**src/rtl/rqks_pkg.sv**
```systemverilog
`timescale 1ns / 1ps
`default_nettype none

package rqks_pkg;

    localparam int unsigned DEPTH = 64;
    localparam int unsigned AW    = $clog2(DEPTH);
    localparam int unsigned CW    = 7;

    localparam logic [2:0] CMD_PUSH      = 3'd0;
    localparam logic [2:0] CMD_POP       = 3'd1;
    localparam logic [2:0] CMD_SORT_CPU  = 3'd2;
    localparam logic [2:0] CMD_SORT_PRIO = 3'd3;
    localparam logic [2:0] CMD_SORT_IO   = 3'd4;
    localparam logic [2:0] CMD_QUERY     = 3'd5;

    typedef enum logic [1:0] {
        ST_OK    = 2'd0,
        ST_FULL  = 2'd1,
        ST_EMPTY = 2'd2
    } t_status;

    typedef struct packed {
        logic [7:0]  proc_id;
        logic [15:0] cpu_burst;
        logic [15:0] io_burst;
        logic [7:0]  prio_level;
    } t_rec;

    typedef struct packed {
        logic [1:0]    status;
        logic          item_valid;
        t_rec          rec;
        logic [CW-1:0] entry_count;
        logic          is_full;
        logic          is_empty;
        logic [7:0]    front_id;
        logic [7:0]    rear_id;
    } t_rsp;

    typedef struct packed {
        logic latch;
        logic push_wr;
        logic rej_full;
        logic rej_empty;
        logic pop_rd;
        logic pop_take;
        logic sort_init;
        logic sort_start;
        logic sort_load;
        logic sort_step;
        logic sort_end;
        logic front_rd;
        logic load_out;
    } t_dp_cmd;

    typedef struct packed {
        logic is_push;
        logic is_pop;
        logic is_sort;
        logic full;
        logic empty;
        logic few;
        logic k_last;
        logic pass_last;
    } t_dp_sts;

    function automatic logic [CW-1:0] f_eff_cap(input logic [CW-1:0] v);
        logic [CW-1:0] c;
        c = v;
        if (v == '0) begin
            c = CW'(1);
        end else if (v > CW'(DEPTH)) begin
            c = CW'(DEPTH);
        end
        return c;
    endfunction

    function automatic logic [AW-1:0] f_next(input logic [AW-1:0] idx,
                                             input logic [CW-1:0] cap);
        logic [CW-1:0] inc;
        inc = CW'(idx) + CW'(1);
        return (inc >= cap) ? '0 : AW'(inc);
    endfunction

    function automatic logic [15:0] f_key(input t_rec r, input logic [2:0] cmd);
        logic [15:0] k;
        case (cmd)
            CMD_SORT_CPU:  k = r.cpu_burst;
            CMD_SORT_PRIO: k = {8'd0, r.prio_level};
            default:       k = r.io_burst;
        endcase
        return k;
    endfunction

endpackage

`default_nettype wire

```
**src/rtl/rqks_if.sv**
```systemverilog
`timescale 1ns / 1ps
`default_nettype none

interface rqks_req_if;
    logic        valid;
    logic        ready;
    logic [2:0]  command;
    logic [7:0]  in_proc_id;
    logic [15:0] in_cpu_burst;
    logic [15:0] in_io_burst;
    logic [7:0]  in_prio_level;

    modport source (output valid, command, in_proc_id, in_cpu_burst, in_io_burst,
                    in_prio_level, input ready);
    modport sink (input valid, command, in_proc_id, in_cpu_burst, in_io_burst,
                  in_prio_level, output ready);
endinterface

interface rqks_rsp_if;
    logic        valid;
    logic        ready;
    logic [1:0]  status;
    logic        item_valid;
    logic [7:0]  out_proc_id;
    logic [15:0] out_cpu_burst;
    logic [15:0] out_io_burst;
    logic [7:0]  out_prio_level;
    logic [6:0]  entry_count;
    logic        is_full;
    logic        is_empty;
    logic [7:0]  front_id;
    logic [7:0]  rear_id;

    modport source (output valid, status, item_valid, out_proc_id, out_cpu_burst,
                    out_io_burst, out_prio_level, entry_count, is_full, is_empty,
                    front_id, rear_id, input ready);
    modport sink (input valid, status, item_valid, out_proc_id, out_cpu_burst,
                  out_io_burst, out_prio_level, entry_count, is_full, is_empty,
                  front_id, rear_id, output ready);
endinterface

`default_nettype wire

```
**src/rtl/rqks_ram.sv**
```systemverilog
`timescale 1ns / 1ps
`default_nettype none

module rqks_ram #(
    parameter int unsigned W = 48,
    parameter int unsigned D = 64
) (
    input  logic                 i_clk,
    input  logic                 i_we,
    input  logic [$clog2(D)-1:0] i_waddr,
    input  logic [W-1:0]         i_wdata,
    input  logic                 i_re_a,
    input  logic [$clog2(D)-1:0] i_raddr_a,
    output logic [W-1:0]         o_rdata_a,
    input  logic                 i_re_b,
    input  logic [$clog2(D)-1:0] i_raddr_b,
    output logic [W-1:0]         o_rdata_b
);

    logic [W-1:0] r_mem [D];
    logic [W-1:0] r_rda;
    logic [W-1:0] r_rdb;

    always_ff @(posedge i_clk) begin
        if (i_we) begin
            r_mem[i_waddr] <= i_wdata;
        end
        if (i_re_a) begin
            r_rda <= r_mem[i_raddr_a];
        end
        if (i_re_b) begin
            r_rdb <= r_mem[i_raddr_b];
        end
    end

    assign o_rdata_a = r_rda;
    assign o_rdata_b = r_rdb;

endmodule

`default_nettype wire

```
**src/rtl/rqks_ctl.sv**
```systemverilog
`timescale 1ns / 1ps
`default_nettype none

module rqks_ctl import rqks_pkg::*; (
    input  logic    i_clk,
    input  logic    i_rst_n,
    input  logic    i_in_valid,
    output logic    o_in_ready,
    output logic    o_out_valid,
    input  logic    i_out_ready,
    input  t_dp_sts i_sts,
    output t_dp_cmd o_ctl
);

    typedef enum logic [3:0] {
        S_IDLE,
        S_EXEC,
        S_POPW,
        S_PSTART,
        S_LOAD,
        S_STEP,
        S_PEND,
        S_FRD,
        S_DONE
    } t_state;

    t_state  r_state;
    t_state  n_state;
    logic    r_out_vld;
    t_dp_cmd w_ctl;

    always_comb begin
        w_ctl   = '0;
        n_state = r_state;
        unique case (r_state)
            S_IDLE: begin
                if (i_in_valid) begin
                    w_ctl.latch = 1'b1;
                    n_state     = S_EXEC;
                end
            end
            S_EXEC: begin
                n_state = S_FRD;
                if (i_sts.is_push) begin
                    if (i_sts.full) begin
                        w_ctl.rej_full = 1'b1;
                    end else begin
                        w_ctl.push_wr = 1'b1;
                    end
                end else if (i_sts.is_pop) begin
                    if (i_sts.empty) begin
                        w_ctl.rej_empty = 1'b1;
                    end else begin
                        w_ctl.pop_rd = 1'b1;
                        n_state      = S_POPW;
                    end
                end else if (i_sts.is_sort && !i_sts.few) begin
                    w_ctl.sort_init = 1'b1;
                    n_state         = S_PSTART;
                end
            end
            S_POPW: begin
                w_ctl.pop_take = 1'b1;
                n_state        = S_FRD;
            end
            S_PSTART: begin
                w_ctl.sort_start = 1'b1;
                n_state          = S_LOAD;
            end
            S_LOAD: begin
                w_ctl.sort_load = 1'b1;
                n_state         = S_STEP;
            end
            S_STEP: begin
                w_ctl.sort_step = 1'b1;
                if (i_sts.k_last) begin
                    n_state = S_PEND;
                end
            end
            S_PEND: begin
                w_ctl.sort_end = 1'b1;
                n_state        = i_sts.pass_last ? S_FRD : S_PSTART;
            end
            S_FRD: begin
                w_ctl.front_rd = 1'b1;
                n_state        = S_DONE;
            end
            S_DONE: begin
                if (!r_out_vld || i_out_ready) begin
                    w_ctl.load_out = 1'b1;
                    n_state        = S_IDLE;
                end
            end
            default: begin
                n_state = S_IDLE;
            end
        endcase
    end

    always_ff @(posedge i_clk) begin
        if (!i_rst_n) begin
            r_state   <= S_IDLE;
            r_out_vld <= 1'b0;
        end else begin
            r_state <= n_state;
            if (w_ctl.load_out) begin
                r_out_vld <= 1'b1;
            end else if (i_out_ready) begin
                r_out_vld <= 1'b0;
            end
        end
    end

    assign o_ctl       = w_ctl;
    assign o_in_ready  = (r_state == S_IDLE);
    assign o_out_valid = r_out_vld;

endmodule

`default_nettype wire

```
**src/rtl/rqks_dp.sv**
```systemverilog
`timescale 1ns / 1ps
`default_nettype none

module rqks_dp import rqks_pkg::*; (
    input  logic          i_clk,
    input  logic          i_rst_n,
    input  logic          i_cfg_we,
    input  logic [CW-1:0] i_cfg_wdata,
    input  logic [2:0]    i_command,
    input  t_rec          i_rec,
    input  t_dp_cmd       i_ctl,
    output t_dp_sts       o_sts,
    output t_rsp          o_rsp
);

    logic [2:0]    r_cmd;
    t_rec          r_rec;
    logic [CW-1:0] r_cap;
    logic [AW-1:0] r_wr;
    logic [AW-1:0] r_rd;
    logic [CW-1:0] r_cnt;
    t_status       r_st;
    logic          r_pop_vld;
    t_rec          r_pop;
    t_rec          r_hold;
    logic [AW-1:0] r_sp;
    logic [AW-1:0] r_ra;
    logic [CW-1:0] r_k;
    logic [CW-1:0] r_pl;
    t_rsp          r_rsp;

    t_rec          w_rda;
    t_rec          w_rdb;
    logic          w_gt;
    logic          w_we;
    logic [AW-1:0] w_waddr;
    t_rec          w_wdata;
    logic          w_re_a;
    logic [AW-1:0] w_raddr_a;
    logic [AW-1:0] w_rear;

    assign w_gt = f_key(r_hold, r_cmd) > f_key(w_rda, r_cmd);

    assign w_we    = i_ctl.push_wr | i_ctl.sort_step | i_ctl.sort_end;
    assign w_waddr = i_ctl.push_wr ? r_wr : r_sp;
    assign w_wdata = i_ctl.push_wr ? r_rec :
                     (i_ctl.sort_step && w_gt) ? w_rda : r_hold;

    assign w_re_a    = i_ctl.pop_rd | i_ctl.sort_start | i_ctl.sort_load |
                       i_ctl.sort_step | i_ctl.front_rd;
    assign w_raddr_a = (i_ctl.sort_load || i_ctl.sort_step) ? r_ra : r_rd;
    assign w_rear    = (r_wr == '0) ? AW'(r_cap - CW'(1)) : r_wr - AW'(1);

    rqks_ram #(
        .W ($bits(t_rec)),
        .D (DEPTH)
    ) u_store (
        .i_clk     (i_clk),
        .i_we      (w_we),
        .i_waddr   (w_waddr),
        .i_wdata   (w_wdata),
        .i_re_a    (w_re_a),
        .i_raddr_a (w_raddr_a),
        .o_rdata_a (w_rda),
        .i_re_b    (i_ctl.front_rd),
        .i_raddr_b (w_rear),
        .o_rdata_b (w_rdb)
    );

    // ring pointers and fill level
    always_ff @(posedge i_clk) begin
        if (!i_rst_n) begin
            r_cap <= CW'(DEPTH);
            r_wr  <= '0;
            r_rd  <= '0;
            r_cnt <= '0;
        end else if (i_cfg_we) begin
            r_cap <= f_eff_cap(i_cfg_wdata);
            r_wr  <= '0;
            r_rd  <= '0;
            r_cnt <= '0;
        end else begin
            if (i_ctl.push_wr) begin
                r_wr  <= f_next(r_wr, r_cap);
                r_cnt <= r_cnt + CW'(1);
            end
            if (i_ctl.pop_take) begin
                r_rd  <= f_next(r_rd, r_cap);
                r_cnt <= r_cnt - CW'(1);
            end
        end
    end

    always_ff @(posedge i_clk) begin
        if (i_ctl.latch) begin
            r_cmd     <= i_command;
            r_rec     <= i_rec;
            r_st      <= ST_OK;
            r_pop_vld <= 1'b0;
            r_pop     <= '0;
        end
        if (i_ctl.rej_full) begin
            r_st <= ST_FULL;
        end
        if (i_ctl.rej_empty) begin
            r_st <= ST_EMPTY;
        end
        if (i_ctl.pop_take) begin
            r_pop     <= w_rda;
            r_pop_vld <= 1'b1;
        end
        if (i_ctl.sort_init) begin
            r_pl <= r_cnt - CW'(1);
        end
        // one bubble pass: the larger record rides in r_hold
        if (i_ctl.sort_start) begin
            r_sp <= r_rd;
            r_ra <= f_next(r_rd, r_cap);
            r_k  <= CW'(1);
        end
        if (i_ctl.sort_load) begin
            r_hold <= w_rda;
            r_ra   <= f_next(r_ra, r_cap);
        end
        if (i_ctl.sort_step) begin
            if (!w_gt) begin
                r_hold <= w_rda;
            end
            r_sp <= f_next(r_sp, r_cap);
            r_ra <= f_next(r_ra, r_cap);
            r_k  <= r_k + CW'(1);
        end
        if (i_ctl.sort_end) begin
            r_pl <= r_pl - CW'(1);
        end
        if (i_ctl.load_out) begin
            r_rsp.status      <= r_st;
            r_rsp.item_valid  <= r_pop_vld;
            r_rsp.rec         <= r_pop;
            r_rsp.entry_count <= r_cnt;
            r_rsp.is_full     <= (r_cnt == r_cap);
            r_rsp.is_empty    <= (r_cnt == '0);
            r_rsp.front_id    <= (r_cnt != '0) ? w_rda.proc_id : 8'd0;
            r_rsp.rear_id     <= (r_cnt != '0) ? w_rdb.proc_id : 8'd0;
        end
    end

    assign o_sts.is_push   = (r_cmd == CMD_PUSH);
    assign o_sts.is_pop    = (r_cmd == CMD_POP);
    assign o_sts.is_sort   = (r_cmd == CMD_SORT_CPU) || (r_cmd == CMD_SORT_PRIO) ||
                             (r_cmd == CMD_SORT_IO);
    assign o_sts.full      = (r_cnt >= r_cap);
    assign o_sts.empty     = (r_cnt == '0);
    assign o_sts.few       = (r_cnt < CW'(2));
    assign o_sts.k_last    = (r_k == r_cnt - CW'(1));
    assign o_sts.pass_last = (r_pl == CW'(1));

    assign o_rsp = r_rsp;

`ifndef SYNTH
    a_cnt_cap: assert property (@(posedge i_clk) disable iff (!i_rst_n)
        r_cnt <= r_cap)
        else $error("fill level above capacity");

    a_push_inc: assert property (@(posedge i_clk) disable iff (!i_rst_n)
        (i_ctl.push_wr && !i_cfg_we) |=> (r_cnt == $past(r_cnt) + CW'(1)))
        else $error("push did not raise fill level");

    a_empty_idx: assert property (@(posedge i_clk) disable iff (!i_rst_n)
        (r_cnt == '0) |-> (r_wr == r_rd))
        else $error("empty ring with split pointers");
`endif

endmodule

`default_nettype wire

```
**src/rtl/ring_queue_with_key_sort.sv**
```systemverilog
// Each command passes through accept, execute, front/rear read and output load; a pop
// adds a take step and a sort of two or more records adds its bubble passes.
// No new command is accepted until the result word is loaded, and the load waits
// while an earlier result word is still held unaccepted at the output.
// Reset (synchronous, active low): queue emptied, capacity 64; record store not cleared.
`timescale 1ns / 1ps
`default_nettype none

module ring_queue_with_key_sort import rqks_pkg::*; (
    input  logic          i_clk,
    input  logic          i_rst_n,
    rqks_req_if.sink      i_req,
    rqks_rsp_if.source    o_rsp,
    input  logic          i_cfg_we,
    input  logic [CW-1:0] i_cfg_wdata
);

    t_dp_cmd w_ctl;
    t_dp_sts w_sts;
    t_rsp    w_rsp;
    t_rec    w_rec;

    assign w_rec.proc_id    = i_req.in_proc_id;
    assign w_rec.cpu_burst  = i_req.in_cpu_burst;
    assign w_rec.io_burst   = i_req.in_io_burst;
    assign w_rec.prio_level = i_req.in_prio_level;

    rqks_ctl u_ctl (
        .i_clk       (i_clk),
        .i_rst_n     (i_rst_n),
        .i_in_valid  (i_req.valid),
        .o_in_ready  (i_req.ready),
        .o_out_valid (o_rsp.valid),
        .i_out_ready (o_rsp.ready),
        .i_sts       (w_sts),
        .o_ctl       (w_ctl)
    );

    rqks_dp u_dp (
        .i_clk       (i_clk),
        .i_rst_n     (i_rst_n),
        .i_cfg_we    (i_cfg_we),
        .i_cfg_wdata (i_cfg_wdata),
        .i_command   (i_req.command),
        .i_rec       (w_rec),
        .i_ctl       (w_ctl),
        .o_sts       (w_sts),
        .o_rsp       (w_rsp)
    );

    assign o_rsp.status         = w_rsp.status;
    assign o_rsp.item_valid     = w_rsp.item_valid;
    assign o_rsp.out_proc_id    = w_rsp.rec.proc_id;
    assign o_rsp.out_cpu_burst  = w_rsp.rec.cpu_burst;
    assign o_rsp.out_io_burst   = w_rsp.rec.io_burst;
    assign o_rsp.out_prio_level = w_rsp.rec.prio_level;
    assign o_rsp.entry_count    = w_rsp.entry_count;
    assign o_rsp.is_full        = w_rsp.is_full;
    assign o_rsp.is_empty       = w_rsp.is_empty;
    assign o_rsp.front_id       = w_rsp.front_id;
    assign o_rsp.rear_id        = w_rsp.rear_id;

endmodule

`default_nettype wire

```
**src/flat_wrapper.sv**
```systemverilog
// flat-port wrapper written by rule: the top's interface ports become plain ports
module ring_queue_with_key_sort_flat import rqks_pkg::*;
  (i_clk, i_rst_n, i_cfg_we, i_cfg_wdata, i_req_valid, i_req_command, i_req_in_proc_id, i_req_in_cpu_burst, i_req_in_io_burst, i_req_in_prio_level, i_req_ready, o_rsp_valid, o_rsp_status, o_rsp_item_valid, o_rsp_out_proc_id, o_rsp_out_cpu_burst, o_rsp_out_io_burst, o_rsp_out_prio_level, o_rsp_entry_count, o_rsp_is_full, o_rsp_is_empty, o_rsp_front_id, o_rsp_rear_id, o_rsp_ready);
  rqks_req_if i_req_i ();
  rqks_rsp_if o_rsp_i ();
  input  logic i_clk;
  input  logic i_rst_n;
  input  logic i_cfg_we;
  input  logic [CW-1:0] i_cfg_wdata;
  input wire logic [$bits(i_req_i.valid)-1:0] i_req_valid;
  input wire logic [$bits(i_req_i.command)-1:0] i_req_command;
  input wire logic [$bits(i_req_i.in_proc_id)-1:0] i_req_in_proc_id;
  input wire logic [$bits(i_req_i.in_cpu_burst)-1:0] i_req_in_cpu_burst;
  input wire logic [$bits(i_req_i.in_io_burst)-1:0] i_req_in_io_burst;
  input wire logic [$bits(i_req_i.in_prio_level)-1:0] i_req_in_prio_level;
  output wire logic [$bits(i_req_i.ready)-1:0] i_req_ready;
  output wire logic [$bits(o_rsp_i.valid)-1:0] o_rsp_valid;
  output wire logic [$bits(o_rsp_i.status)-1:0] o_rsp_status;
  output wire logic [$bits(o_rsp_i.item_valid)-1:0] o_rsp_item_valid;
  output wire logic [$bits(o_rsp_i.out_proc_id)-1:0] o_rsp_out_proc_id;
  output wire logic [$bits(o_rsp_i.out_cpu_burst)-1:0] o_rsp_out_cpu_burst;
  output wire logic [$bits(o_rsp_i.out_io_burst)-1:0] o_rsp_out_io_burst;
  output wire logic [$bits(o_rsp_i.out_prio_level)-1:0] o_rsp_out_prio_level;
  output wire logic [$bits(o_rsp_i.entry_count)-1:0] o_rsp_entry_count;
  output wire logic [$bits(o_rsp_i.is_full)-1:0] o_rsp_is_full;
  output wire logic [$bits(o_rsp_i.is_empty)-1:0] o_rsp_is_empty;
  output wire logic [$bits(o_rsp_i.front_id)-1:0] o_rsp_front_id;
  output wire logic [$bits(o_rsp_i.rear_id)-1:0] o_rsp_rear_id;
  input wire logic [$bits(o_rsp_i.ready)-1:0] o_rsp_ready;
  assign i_req_i.valid = i_req_valid;
  assign i_req_i.command = i_req_command;
  assign i_req_i.in_proc_id = i_req_in_proc_id;
  assign i_req_i.in_cpu_burst = i_req_in_cpu_burst;
  assign i_req_i.in_io_burst = i_req_in_io_burst;
  assign i_req_i.in_prio_level = i_req_in_prio_level;
  assign i_req_ready = i_req_i.ready;
  assign o_rsp_valid = o_rsp_i.valid;
  assign o_rsp_status = o_rsp_i.status;
  assign o_rsp_item_valid = o_rsp_i.item_valid;
  assign o_rsp_out_proc_id = o_rsp_i.out_proc_id;
  assign o_rsp_out_cpu_burst = o_rsp_i.out_cpu_burst;
  assign o_rsp_out_io_burst = o_rsp_i.out_io_burst;
  assign o_rsp_out_prio_level = o_rsp_i.out_prio_level;
  assign o_rsp_entry_count = o_rsp_i.entry_count;
  assign o_rsp_is_full = o_rsp_i.is_full;
  assign o_rsp_is_empty = o_rsp_i.is_empty;
  assign o_rsp_front_id = o_rsp_i.front_id;
  assign o_rsp_rear_id = o_rsp_i.rear_id;
  assign o_rsp_i.ready = o_rsp_ready;
  ring_queue_with_key_sort u_core (.i_clk(i_clk), .i_rst_n(i_rst_n), .i_req(i_req_i), .o_rsp(o_rsp_i), .i_cfg_we(i_cfg_we), .i_cfg_wdata(i_cfg_wdata));
endmodule
```
**config.mk**
```make
export PLATFORM = sky130hd
export DESIGN_NAME = ring_queue_with_key_sort_flat
export DESIGN_NICKNAME = d
export VERILOG_FILES = /design/src/rtl/rqks_pkg.sv /design/src/rtl/rqks_if.sv /design/src/rtl/rqks_ram.sv /design/src/rtl/rqks_ctl.sv /design/src/rtl/rqks_dp.sv /design/src/rtl/ring_queue_with_key_sort.sv /design/src/flat_wrapper.sv
export SDC_FILE = /design/constraint.sdc
export NUM_CORES = 2
export LEC_CHECK = 0
export BUFFER_PORTS_ARGS = -buffer_cell sky130_fd_sc_hd__buf_2
export CORE_MARGIN = 4
export CORE_UTILIZATION = 42
export CTS_CLUSTER_SIZE = 10
export DETAILED_ROUTE_END_ITERATION = 7
export GPL_TIMING_DRIVEN = 0
export PLACE_DENSITY = 0.59
export SLEW_MARGIN = 20
export SYNTH_ARGS = -nofsm -noshare
export SYNTH_HDL_FRONTEND = slang
export SYNTH_SLANG_ARGS = --single-unit
```
**constraint.sdc**
```tcl
create_clock -name i_clk -period 7.2 [get_ports i_clk]
set_input_delay 0.36 -clock i_clk [delete_from_list [all_inputs] [get_ports i_clk]]
set_output_delay 0.36 -clock i_clk [all_outputs]
set_load 0.005 [all_outputs]
```
==> results.md <==
- The endpoint arrival time on the critical path is 7860 ps.
- After synthesis, the share of flip-flops with an asynchronous set or reset is 0%.
- Final hold analysis gives a worst-case slack of 96.7 ps.
- The count of fill cells added during filler insertion is 26500.
- The area fraction of the dominant cell type after synthesis is 72.0%.
- The sequential cell area fraction in the yosys report is 73.1%.
- Sorting the synthesized cells by how often they occur yields 3329 x sky130_fd_sc_hd__edfxtp_1, 1624 x sky130_fd_sc_hd__nand2_1, 471 x sky130_fd_sc_hd__mux4_2.
- The region available for standard cell placement spans 328000 um^2.
- The clock edge transition at the registers on the reported setup and hold paths is 60 ps.
- The tool flagged a number of max-cap violations equal to 0.
- Headroom to the max-slew limit came out at 3.67%.
- The average wire per standard cell is 41.0 um.
- The worst setup path is captured at a register.
- From synthesis to final layout, the design area changed by 19.6%.
- The initial standard-cell utilization of the core is 42.3%.
- Setup violations remaining at the end of the flow were counted as 0.
- The average cell area after synthesis is 15.9 um^2.
- Port buffering added 140 buffers.
- The weighted congestion reported at the end of routability-driven placement is 1.03.
- The post-synthesis sequential element count is 3411.
- The number of ports placed on the die boundary is 141.
- The final critical path takes up 99.6% of the cycle.
- The biggest fanout along the worst timing path is 13.
- Among all stages on the critical path, the largest delay is contributed by sky130_fd_sc_hd__a211oi_4.
- At the later pin of the worst-skew pair, clock insertion delay measures 1000 ps.
- After synthesis the cells add up to 139000 um^2.
- The clock period minus final worst setup slack is 7170 ps.
- The power consumption is 66.5 mW.
- The width of the die is 583 um.
- The number of antenna-violating nets in the routed design is 0.
- In this run, synthesis inferred 3329 flip-flops with an integrated enable.
- The maximum clock insertion buffer count is 4.
- The synthesized design spends more area on one cell type than any other, namely sky130_fd_sc_hd__edfxtp_1.
- The cell count after synthesis came out at 8710.
- The type of the worst setup path is register to register.
- The count of clock tree sinks is 3411.
- At the pin with the least slew margin, the transition time is 1440 ps.
- The number of global-route vias before repair is 88200.
- The final layout contains routed wiring with a total length of 583000 um.
- The tightest min-delay check is of the primary input to register type.
- The global-route usage over all layers is 33.4%.
- The die height is 583 um.
- The initial antenna violation count came to 62.
- The critical path goes through inv_2 -> ha_1 -> or3b_1 -> buf_2 -> o21ai_4 -> nand2_1 -> inv_4 -> buf_2 -> buf_4 -> buf_6 -> ha_2 -> and2_1 -> a31oi_4 -> buf_12 -> nand2_1 -> clkbuf_2 -> clkbuf_2 -> clkbuf_2 -> nand2_1 -> a32oi_1 -> a221oi_1 -> a211oi_4.
- The fraction of final layout cells with drive strength greater than 1 is 19.1%.
- In this run the clock root is driven by a sky130_fd_sc_hd__clkbuf_16.
- The static leakage is 54.8 nW.
- The die covers 340000 um^2.
- The estimated wirelength of the detail-placed design is 417000 um.
- The net count after synthesis is 8835.
- For this run, the number of Yosys warnings is 0.
- The post-synthesis cell type count is 71.
- STA classifies the critical path startpoint as a register.
- In this run the number of H-tree levels came out at 5.
- The flow ran to the end, and the final reports show no timing, DRC or antenna violations.
- Among all flip-flop cells after synthesis, the most frequent one is sky130_fd_sc_hd__edfxtp_1.
- In the routed design, unresolved DRC markers number 0.
- For this run, the slowest stage of the critical path takes 580 ps.
- The most frequent cell after synthesis is sky130_fd_sc_hd__edfxtp_1.
- Static timing analysis puts the maximum clock frequency at 0.139 GHz.
- The number of buffers added by the clock tree synthesis step is 388.
- The placement row count is 210.
- The total vias in the final route is 94600.
- The overall overflow remaining after global route is 0.
- By area the synthesized netlist is led by sky130_fd_sc_hd__edfxtp_1 72%, sky130_fd_sc_hd__mux4_2 7.6%, sky130_fd_sc_hd__nand2_1 4.4%.
- TritonCTS built the clock tree.
- Setup repair after global routing left no endpoint under its margin.
- The power density relative to cell area is 400 nW/um^2.
- In the routed layout, each cell is associated on average with a via count of 6.65.
- The count of pins over their slew limit is 0.
- Across the VDD grid, the largest voltage drop is 235 uV.
- Entering global routing, the biggest net connects 39 pins.
- The first-pass GRT wire length is 771000 um.
- The worst clock skew is 47.1 ps.
- The number of hold violations in the final report is 0.
- The required time at the endpoint of the critical path is 7890 ps.
- At the end of the flow, the number of nets in the layout was 9786.
- The first-pass iteration count of the detailed router is 8.
- For this block, the initial DRC count from the detailed router was 17100.
-- power by group --
part           switching [mW]  total (mW)  internal [mW]
Sequential              0.614        26.8           26.2
Clock                    7.79        17.7           9.87
Combinational            15.5        22.0           6.51
-- registers in the layout, summed over array words and instances, names as in the netlist --
name	cells
u_core.u_ctl.o_out_valid	1
u_core.u_ctl.r_state	4
u_core.u_dp.o_rsp	76
u_core.u_dp.r_cap	7
u_core.u_dp.r_cmd	3
u_core.u_dp.r_cnt	7
u_core.u_dp.r_hold	48
u_core.u_dp.r_k	7
u_core.u_dp.r_pl	7
u_core.u_dp.r_pop	48
u_core.u_dp.r_pop_vld	1
u_core.u_dp.r_ra	6
u_core.u_dp.r_rd	6
u_core.u_dp.r_rec	48
u_core.u_dp.r_sp	6
u_core.u_dp.r_st	2
u_core.u_dp.r_wr	6
u_core.u_dp.u_store.o_rdata_a	48
u_core.u_dp.u_store.o_rdata_b	8
u_core.u_dp.u_store.r_mem	3072
-- cells in the final DEF, fill, tap and decap left out, types with 29 or more instances in the layout --
cell and instances:
sky130_fd_sc_hd__o21ai_0 62, sky130_fd_sc_hd__and3_1 237, sky130_fd_sc_hd__clkbuf_16 395, sky130_fd_sc_hd__nor3b_1 41
sky130_fd_sc_hd__nand3_1 423, sky130_fd_sc_hd__nand2_1 1622, sky130_fd_sc_hd__or4_1 43, sky130_fd_sc_hd__edfxtp_1 3329
sky130_fd_sc_hd__nor2_4 65, sky130_fd_sc_hd__mux2_2 59, sky130_fd_sc_hd__a31oi_1 197, sky130_fd_sc_hd__nor3_1 53
sky130_fd_sc_hd__a311oi_1 149, sky130_fd_sc_hd__buf_4 33, sky130_fd_sc_hd__clkbuf_2 85, sky130_fd_sc_hd__buf_16 157
sky130_fd_sc_hd__mux4_2 471, sky130_fd_sc_hd__buf_1 71, sky130_fd_sc_hd__diode_2 90, sky130_fd_sc_hd__ha_1 61
sky130_fd_sc_hd__clkbuf_1 326, sky130_fd_sc_hd__a21oi_1 103, sky130_fd_sc_hd__dfxtp_1 81, sky130_fd_sc_hd__mux2i_1 386
sky130_fd_sc_hd__buf_2 270, sky130_fd_sc_hd__o22ai_1 192, sky130_fd_sc_hd__buf_12 184, sky130_fd_sc_hd__dlygate4sd3_1 66
sky130_fd_sc_hd__a21oi_4 49, sky130_fd_sc_hd__nor2_1 111, sky130_fd_sc_hd__a32oi_1 29
-- worst paths after layout --
| path | start | to | slack (ps) | cells after the start |
|---|---|---|---|---|
| worst max-delay path | u_core.u_dp.r_wr[0] | u_core.u_dp.u_store.o_rdata_b[40] | 30 | 22 |
| worst min-delay path | i_req_in_prio_level[3] | u_core.u_dp.r_rec[3] | 100 | 2 |
| worst max register to register | u_core.u_dp.r_wr[0] | u_core.u_dp.u_store.o_rdata_b[40] | 30 | 22 |
| worst min register to register | u_core.u_dp.r_pop[9] | u_core.u_dp.o_rsp[34] | 420 | 0 |
-- cell type report --
class                           count  area [um^2]  share of cell area, %
Multi-Input combinational cell   4693        36000                   21.7
Sequential cell                  3411       102000                   61.1
Inverter                           30          115                 0.0693
Clock buffer                      477        10200                   6.16
Antenna cell                       90          225                  0.136
Tap cell                         4346         5440                   3.27
Buffer                            574         2590                   1.56
Timing Repair Buffer              563         9580                   5.76
Clock inverter                     40          390                  0.235
-- metal layers --
metal	GRT usage, %	wire length [um]	vias up
met5	0.397	434	-
met1	43.7	209000	48500
li1	-	-	36000
met4	23.1	49800	30
met2	46.3	240000	8132
met3	12.1	84300	1953
-- worst max-delay path, delay by kind of cell, from the launching register on --
| kind | cells | cell delay (ps) |
|---|---|---|
| adders and majority gates | 2 | 600 |
| AOI/OAI and AO/OA | 5 | 1360 |
| DFF | 1 | 440 |
| and+or+nand+nor | 5 | 940 |
| buffers and inverters | 10 | 3440 |
-- per-stage QoR --
step | worst slack, ps | util, % | instance area (um^2) | TNS (ps) | instances
after floorplan | 1500 | - | 139000 | 0 | 8710
after global placement | -4530 | 44.2 | 145000 | - | 13200
after detailed placement | -2240 | 47.1 | 154000 | -15820 | 13500
after CTS | 9.40 | 50.6 | 166000 | 0 | 14100
after global routing | 173 | 50.6 | 166000 | 0 | 14200
final | 27.0 | 50.6 | 166000 | 0 | 14200
-- cell families after synthesis --
kind of cell | Yosys count | synth area share (%)
AND/OR/NAND/NOR | 2731 | 8.74
adder cells (fa/ha/maj) | 62 | 0.558
multiplexers | 921 | 10.9
buffers and inverters | 606 | 1.83
flip-flops | 3411 | 73.1
XOR/XNOR | 44 | 0.277
AO/OA/AOI/OAI | 935 | 4.53
-- what timing repair did --
item,CTS,global route
pin swaps,1,1
cloned,0,0
endpoints found under the hold margin,74,0
setup endpoints to repair,8,8
hold buffers,66,0
resized for setup,55,5
buffers inserted,3,0
Note: power is estimated with default switching activity, not from simulation.
